--- src/hw/rtl/grrp_pkg.sv ---
// Shared types and constants for the greedy rectangle row placement block.
`timescale 1ns / 1ps
`default_nettype none

package grrp_pkg;

  // Placement spot codes as reported in each result.
  typedef enum logic [1:0] {
    SPOT_RIGHT  = 2'd0,
    SPOT_SUBROW = 2'd1,
    SPOT_BLOCK  = 2'd2,
    SPOT_ROW    = 2'd3
  } spot_t;

  // Configuration register indexes.
  localparam logic CFG_TARGET_WIDTH = 1'b0;
  localparam logic CFG_SEPARATION   = 1'b1;

  localparam logic [30:0] TARGET_WIDTH_RESET = 31'd1024;
  localparam logic [15:0] SEPARATION_RESET   = 16'd0;

  // Slots of the placement cursor.
  localparam int ST_ROW_TOP        = 0;
  localparam int ST_ROW_HEIGHT     = 1;
  localparam int ST_ROW_RIGHT_EDGE = 2;
  localparam int ST_BLOCK_LEFT     = 3;
  localparam int ST_SUBROW_TOP     = 4;
  localparam int ST_SUBROW_HEIGHT  = 5;
  localparam int ST_SUBROW_NEXT_X  = 6;
  localparam int ST_EXTENT_WIDTH   = 7;
  localparam int ST_EXTENT_HEIGHT  = 8;
  localparam int NUM_ST            = 9;

  typedef struct packed {
    logic [15:0] rect_width;
    logic [15:0] rect_height;
    logic        first_rect;
  } in_item_t;

  typedef struct packed {
    spot_t       spot;
    logic [30:0] pos_x;
    logic [30:0] pos_y;
    logic [30:0] drawing_width;
    logic [30:0] drawing_height;
  } out_item_t;

endpackage

`default_nettype wire

--- src/hw/rtl/grrp_place.sv ---
// Placement step: next cursor and result for one rectangle, all combinational.
`timescale 1ns / 1ps
`default_nettype none

module grrp_place
  import grrp_pkg::*;
#(
  parameter int COORD_BITS = 48,
  parameter int SAT_LIMIT  = 2147483647
) (
  input  logic [NUM_ST-1:0][COORD_BITS-1:0] cur,
  input  logic [30:0]                       row_limit,
  input  logic [15:0]                       separation,
  input  in_item_t                          item,
  output logic [NUM_ST-1:0][COORD_BITS-1:0] nxt,
  output out_item_t                         result
);

  localparam int CW = COORD_BITS;

  function automatic logic [CW-1:0] sadd(input logic [CW-1:0] a, input logic [CW-1:0] b);
    logic [CW:0] s;
    s = {1'b0, a} + {1'b0, b};
    return s[CW] ? {CW{1'b1}} : s[CW-1:0];
  endfunction

  function automatic logic [CW-1:0] umax(input logic [CW-1:0] a, input logic [CW-1:0] b);
    return (a > b) ? a : b;
  endfunction

  function automatic logic [30:0] outsat(input logic [CW-1:0] v);
    return (v > CW'(SAT_LIMIT)) ? 31'(SAT_LIMIT) : v[30:0];
  endfunction

  logic [CW-1:0] w, h, sep, tw;
  logic [CW-1:0] rt, rh, rre, bl, st, sh, snx, ew, eh;
  logic [CW-1:0] n_rt, n_rh, n_rre, n_bl, n_st, n_sh, n_snx;
  logic [CW-1:0] blk_left, x, xw, depth;
  spot_t         spot;

  always_comb begin
    w   = CW'(item.rect_width);
    h   = CW'(item.rect_height);
    sep = CW'(separation);
    tw  = CW'(row_limit);

    rt  = cur[ST_ROW_TOP];
    rh  = cur[ST_ROW_HEIGHT];
    rre = cur[ST_ROW_RIGHT_EDGE];
    bl  = cur[ST_BLOCK_LEFT];
    st  = cur[ST_SUBROW_TOP];
    sh  = cur[ST_SUBROW_HEIGHT];
    snx = cur[ST_SUBROW_NEXT_X];
    ew  = cur[ST_EXTENT_WIDTH];
    eh  = cur[ST_EXTENT_HEIGHT];

    // A new block is only worth opening when the cursor sits below row level.
    blk_left = sadd(rre, sep);
    if ((st > rt) && (sadd(blk_left, w) <= tw)) begin
      spot = SPOT_BLOCK;
    end else if (sadd(snx, w) <= tw) begin
      spot = SPOT_RIGHT;
    end else if (sadd(bl, w) <= tw) begin
      spot = SPOT_SUBROW;
    end else begin
      spot = SPOT_ROW;
    end

    n_rt  = rt;
    n_rh  = rh;
    n_rre = rre;
    n_bl  = bl;
    n_st  = st;
    n_sh  = sh;
    n_snx = snx;
    case (spot)
      SPOT_RIGHT: begin
        n_sh = umax(sh, h);
      end
      SPOT_SUBROW: begin
        n_st  = sadd(sadd(st, sh), sep);
        n_sh  = h;
        n_snx = bl;
      end
      SPOT_BLOCK: begin
        n_bl  = blk_left;
        n_st  = rt;
        n_sh  = h;
        n_snx = blk_left;
      end
      default: begin
        n_rt  = sadd(sadd(rt, rh), sep);
        n_rh  = '0;
        n_rre = '0;
        n_bl  = '0;
        n_st  = n_rt;
        n_sh  = h;
        n_snx = '0;
      end
    endcase

    x     = n_snx;
    xw    = sadd(x, w);
    depth = (n_st > n_rt) ? (n_st - n_rt) : '0;

    nxt[ST_ROW_TOP]        = n_rt;
    nxt[ST_ROW_HEIGHT]     = umax(n_rh, sadd(depth, h));
    nxt[ST_ROW_RIGHT_EDGE] = umax(n_rre, xw);
    nxt[ST_BLOCK_LEFT]     = n_bl;
    nxt[ST_SUBROW_TOP]     = n_st;
    nxt[ST_SUBROW_HEIGHT]  = n_sh;
    nxt[ST_SUBROW_NEXT_X]  = sadd(xw, sep);
    nxt[ST_EXTENT_WIDTH]   = umax(ew, xw);
    nxt[ST_EXTENT_HEIGHT]  = umax(eh, sadd(n_st, h));

    result.spot  = spot;
    result.pos_x = outsat(x);
    result.pos_y = outsat(n_st);

    // The first rectangle of a drawing seeds the cursor at the origin.
    if (item.first_rect) begin
      nxt[ST_ROW_TOP]        = '0;
      nxt[ST_ROW_HEIGHT]     = h;
      nxt[ST_ROW_RIGHT_EDGE] = w;
      nxt[ST_BLOCK_LEFT]     = '0;
      nxt[ST_SUBROW_TOP]     = '0;
      nxt[ST_SUBROW_HEIGHT]  = h;
      nxt[ST_SUBROW_NEXT_X]  = sadd(w, sep);
      nxt[ST_EXTENT_WIDTH]   = w;
      nxt[ST_EXTENT_HEIGHT]  = h;
      result.spot            = SPOT_ROW;
      result.pos_x           = '0;
      result.pos_y           = '0;
    end

    result.drawing_width  = outsat(nxt[ST_EXTENT_WIDTH]);
    result.drawing_height = outsat(nxt[ST_EXTENT_HEIGHT]);
  end

endmodule

`default_nettype wire

--- src/hw/rtl/greedy_rect_row_placement.sv ---
// Top level of the greedy rectangle row placement block.
`timescale 1ns / 1ps
`default_nettype none

// Each transfer on the input channel carries one rectangle; the block places it
// greedily (new block at row level, right of its predecessor, new subrow, or new
// row, whichever first keeps the row within the configured row width limit) and
// returns exactly one result transfer with the chosen spot, the top-left corner
// and the running drawing extents, all saturated at SAT_LIMIT. The block takes
// one rectangle per clock cycle unless the output is stalled, and the result is
// registered and appears in the cycle after the input transfer. The placement
// cursor allows this: its nine coordinates are read and rewritten in the same
// cycle, so one rectangle's fit tests and cursor update close together. A single
// output register holds each result; while it is full and stalled, the input is
// stalled as well, and a new rectangle is taken in the same cycle that the held
// result is transferred. Internal coordinates are COORD_BITS wide and saturate
// at their all-ones value. Configuration (row width limit, separation) is written
// through cfg_write/cfg_index/cfg_data and must only change while no rectangle is
// in flight. A rectangle with first_rect set starts a new drawing at the origin.

module greedy_rect_row_placement
  import grrp_pkg::*;
#(
  parameter int COORD_BITS = 48,
  parameter int SAT_LIMIT  = 2147483647
) (
  input  logic        clk,
  input  logic        rst,

  input  logic        cfg_write,
  input  logic        cfg_index,
  input  logic [30:0] cfg_data,

  input  logic        in_valid,
  output logic        in_stall,
  input  in_item_t    in_data,

  output logic        out_valid,
  input  logic        out_stall,
  output out_item_t   out_data
);

  logic [30:0] row_limit;
  logic [15:0] separation;

  logic [NUM_ST-1:0][COORD_BITS-1:0] cursor;
  logic [NUM_ST-1:0][COORD_BITS-1:0] cursor_next;
  out_item_t                         result_next;

  logic in_accept;

  // The input waits only while a finished result is held and not yet taken.
  assign in_stall  = out_valid && out_stall;
  assign in_accept = in_valid && !in_stall;

  grrp_place #(
    .COORD_BITS(COORD_BITS),
    .SAT_LIMIT (SAT_LIMIT)
  ) u_place (
    .cur       (cursor),
    .row_limit (row_limit),
    .separation(separation),
    .item      (in_data),
    .nxt       (cursor_next),
    .result    (result_next)
  );

  // Configuration registers.
  always_ff @(posedge clk) begin
    if (rst) begin
      row_limit  <= TARGET_WIDTH_RESET;
      separation <= SEPARATION_RESET;
    end else if (cfg_write) begin
      unique case (cfg_index)
        CFG_TARGET_WIDTH: row_limit  <= cfg_data;
        CFG_SEPARATION:   separation <= cfg_data[15:0];
      endcase
    end
  end

  // Placement cursor and output valid.
  always_ff @(posedge clk) begin
    if (rst) begin
      cursor    <= '0;
      out_valid <= 1'b0;
    end else begin
      if (in_accept) begin
        cursor <= cursor_next;
      end
      if (in_accept) begin
        out_valid <= 1'b1;
      end else if (!out_stall) begin
        out_valid <= 1'b0;
      end
    end
  end

  // Result payload register.
  always_ff @(posedge clk) begin
    if (in_accept) begin
      out_data <= result_next;
    end
  end

  // Every accepted rectangle yields a result in the next cycle.
  a_result_follows: assert property (@(posedge clk) disable iff (rst)
    in_accept |=> out_valid)
    else $error("accepted rectangle produced no result");

  // A new drawing always starts as a new row at the origin.
  a_first_at_origin: assert property (@(posedge clk) disable iff (rst)
    in_accept && in_data.first_rect |=>
      out_data.spot == SPOT_ROW && out_data.pos_x == '0 && out_data.pos_y == '0)
    else $error("first rectangle not placed at the origin");

  // The running extents always cover the corner just placed.
  a_extent_covers: assert property (@(posedge clk) disable iff (rst)
    out_valid |-> out_data.drawing_width >= out_data.pos_x &&
                  out_data.drawing_height >= out_data.pos_y)
    else $error("drawing extents smaller than placed position");

endmodule

`default_nettype wire

--- config.mk ---
export PLATFORM = sky130hd
export DESIGN_NAME = greedy_rect_row_placement
export DESIGN_NICKNAME = d
export VERILOG_FILES = /design/src/hw/rtl/grrp_pkg.sv /design/src/hw/rtl/grrp_place.sv /design/src/hw/rtl/greedy_rect_row_placement.sv
export SDC_FILE = /design/constraint.sdc
export NUM_CORES = 2
export LEC_CHECK = 0
export ABC_CLOCK_PERIOD_IN_PS = 22600
export BUFFER_PORTS_ARGS = -buffer_cell sky130_fd_sc_hd__buf_2
export CORE_MARGIN = 1
export CORE_UTILIZATION = 43
export CTS_BUF_LIST = sky130_fd_sc_hd__clkbuf_8
export DETAILED_ROUTE_END_ITERATION = 7
export PLACE_DENSITY = 0.62
export SYNTH_ARGS = -nofsm -noshare
export SYNTH_HDL_FRONTEND = slang
export SYNTH_HIERARCHICAL = 1
export SYNTH_SLANG_ARGS = --single-unit
--- constraint.sdc ---
create_clock -name clk -period 22.6 [get_ports clk]
set_input_delay 1.13 -clock clk [delete_from_list [all_inputs] [get_ports clk]]
set_output_delay 1.13 -clock clk [all_outputs]
set_load 0.01 [all_outputs]
==> qor.yml <==
run_status:
  outcome: "complete, but fails checks"
  violations: "design-rule violations"
drt:
  detail_route.wl_per_cell_um: 26.0
  antenna_left: 0
  viasPerCell: 6.23
  wl_um: 287000
  drc_errors: 1
  vias: 68800
  first_pass_iters: 8
  drtIter0Drc: 6762
synth:
  netlist_area_um2: 64000
  synthAdderAreaFrac_pct: 13.5
  synth_top_family_by_area: "simple AND/OR/NAND/NOR gates"
  synth_cells: 8976
  synth_edf_count: 126
  synth-xor-area-share_pct: 5.06
  synth_top_cell_area_share_pct: 15.0
  synth_mux_area_share_pct: 1.65
  synth_cell_type_count: 117
  avgSynthCellArea_um2: 7.13
  synth-compound-area-share_pct: 25.2
  synth_seq_cells: 606
  async_flop_share_pct: 0
  synth_flop_cell: "dfxtp_1"
  ys_warn_count: 6
  yosys.area_share.simple_pct: 28.0
  yosysSeqAreaShare_pct: 20.9
  yosys-top-cells-area: "dfxtp_1 (15%), ha_1 (13%), nand2_1 (9.0%)"
  synth_top_area_cell: "dfxtp_1"
clock_tree:
  clock-root-buffer: "clkbuf_8"
  numCtsBuffers: 118
  htree_num_levels: 3
  cts_tree: "yes"
  clk_path_buf_depth: 3
  clk_pin_slew_ns: 0.07
  cts_sinks: 606
  clock_latency_ns: 0.92
setup_path:
  crit_family: "compound AO/OA/AOI/OAI gates"
  max_stage_delay_ns: 0.50
  critical_path_arrival_ns: 21.91
  worstSetupPathType: "reg -> reg"
  required_ns: 23.41
  start_kind: "flip-flop"
  startpoint: "separation[0]"
  crit_fanout: 63
  cp_num_buf_inv: 7
  crit_slowest_cell: "dfxtp_1"
  worst_setup_path_end_kind: "flip-flop"
  reg2reg_from: "separation[0]"
  crit_top_cell: "a21oi_1"
timing:
  period_minus_slack_ns: 21.10
  slew_viol_final: 0
  tns_ns: 0
  slew-limit-headroom_pct: 7.73
  min_period_over_period_pct: 93.4
  setup_viol: 0
  skew_ns: 0.0716
  fmax_ghz: 0.0474
  hold_viol: 0
  grt_setup_unrepaired: "no"
  worst_pin_slew_ns: 1.38
finish:
  fin_cells: 11000
  final.fill_count: 15200
  nNetsFinal: 9762
  syn_to_final_growth_pct: 8.18
  layout_commonest_cell: "nand2_1"
  most-common-layout-cells: "nand2_1 (1528), a21oi_1 (1077), nor2_1 (775)"
  drive_gt1_share_pct: 8.40
die:
  start_util_pct: 43.3
  ios: 198
  die_h_um: 388
  die_width_um: 388
  die_area_um2: 150000
  rows: 141
  core_area_um2: 148000
grt:
  grt.overflow.total: 0
  track_usage_pct: 36.7
  grt_pass1_vias: 64100
  antenna_found_initial: 11
  grt_max_degree: 235
  grt_pass1_wl_um: 419000
place:
  finalWeightedCongestion: 1.08
  dp_hpwl_um: 224000
  dp.cells: 10800
  io_buffers: 197
hold_path:
  hold_class: "in -> reg"
  hp-start: "in_valid"
run:
  max_cap_violations: 0
==> worst register-to-register path, delay by kind of cell (launching register included) <==
family,cells,cell delay [ns]
AOI/OAI and AO/OA,55,10.85
and+or+nand+nor,24,5.43
buffers and inverters,7,1.56
DFF,1,0.50
adders and majority gates,9,2.69
==> through the flow <==
stage	utilization [%]	worst slack [ns]	instance area [um2]	hold slack [ns]
floorplan	-	2.31	64100	0.433
global placement	45.1	0.931	66600	0.442
detailed placement	45.1	0.417	66600	0.451
CTS	46.8	0.288	69100	0.396
global route	46.9	0.0942	69200	0.438
finish	46.9	1.50	69200	0.444
==> cell families after synthesis <==
| family | count (synthesis) |
|---|---|
| XOR/XNOR | 369 |
| other | 2 |
| multiplexers | 101 |
| adder cells (fa/ha/maj) | 683 |
| AO/OA/AOI/OAI | 2602 |
| buffers and inverters | 828 |
| AND/OR/NAND/NOR | 3785 |
| flip-flops | 606 |
==> path summary, 6_finish.rpt <==
check                                endpoint  slack (ns)  cells after the start
worst min register to register  row_limit[12]        0.46                      2
worst min-delay path                out_valid        0.44                      3
worst max-delay path               cursor[95]        1.50                     95
worst max register to register     cursor[95]        1.50                     95
==> cells in the mapped netlist (31+ instances only) <==
| library cell | instances |
|---|---|
| nor4_1 | 71 |
| buf_2 | 90 |
| edfxtp_1 | 126 |
| and3_1 | 100 |
| a21boi_0 | 31 |
| a211oi_1 | 140 |
| o21bai_1 | 62 |
| o211ai_1 | 63 |
| o21a_1 | 84 |
| buf_4 | 38 |
| ha_1 | 669 |
| xor2_1 | 121 |
| xnor2_1 | 247 |
| nand2b_1 | 108 |
| and2_1 | 247 |
| nor2b_1 | 83 |
| nand4_1 | 182 |
| buf_1 | 37 |
| nand2_1 | 1529 |
| nor3_1 | 142 |
| or2_2 | 89 |
| a21oi_1 | 1078 |
| and4_1 | 33 |
| a211o_1 | 37 |
| or3_1 | 59 |
| o31ai_1 | 42 |
| a31oi_1 | 64 |
| o22ai_1 | 59 |
| dfxtp_1 | 480 |
| o21ai_0 | 431 |
| nor2_1 | 777 |
| mux2i_1 | 75 |
| nand3_1 | 217 |
| clkbuf_1 | 300 |
| a21o_1 | 210 |
| inv_1 | 329 |
==> state kept, by name (all words and copies together) (netlist names) <==
signal and count:
cursor 432, out_data 126, row_limit 31, separation 16, out_valid 1
==> area by class of cell <==
| type | count | area [um2] | share of cell area, % |
|---|---|---|---|
| Antenna cell | 7 | 17.5 | 0.0253 |
| Clock buffer | 136 | 1870 | 2.70 |
| Clock inverter | 84 | 621 | 0.897 |
| Inverter | 332 | 1260 | 1.83 |
| Multi-Input combinational cell | 7585 | 47300 | 68.4 |
| Sequential cell | 606 | 13400 | 19.3 |
| Tap cell | 1930 | 2410 | 3.49 |
| Timing Repair Buffer | 366 | 2310 | 3.34 |
==> layer usage <==
metal	global-route usage (%)	wire length [um]
met1	43.6	112000
met2	59.0	128000
met3	5.29	19600
met4	29.5	27200
met5	0	9
==> timing repair <==
action / in CTS / in global routing
setup buffers: 0 / 10
resized for setup: 0 / 7
endpoints found under the setup margin: 0 / 48
hold buffers: 0 / 0
Power is left out: the tool's default activity adds up to more than one toggle a clock period on the data nets, which glitch-free logic cannot reach.
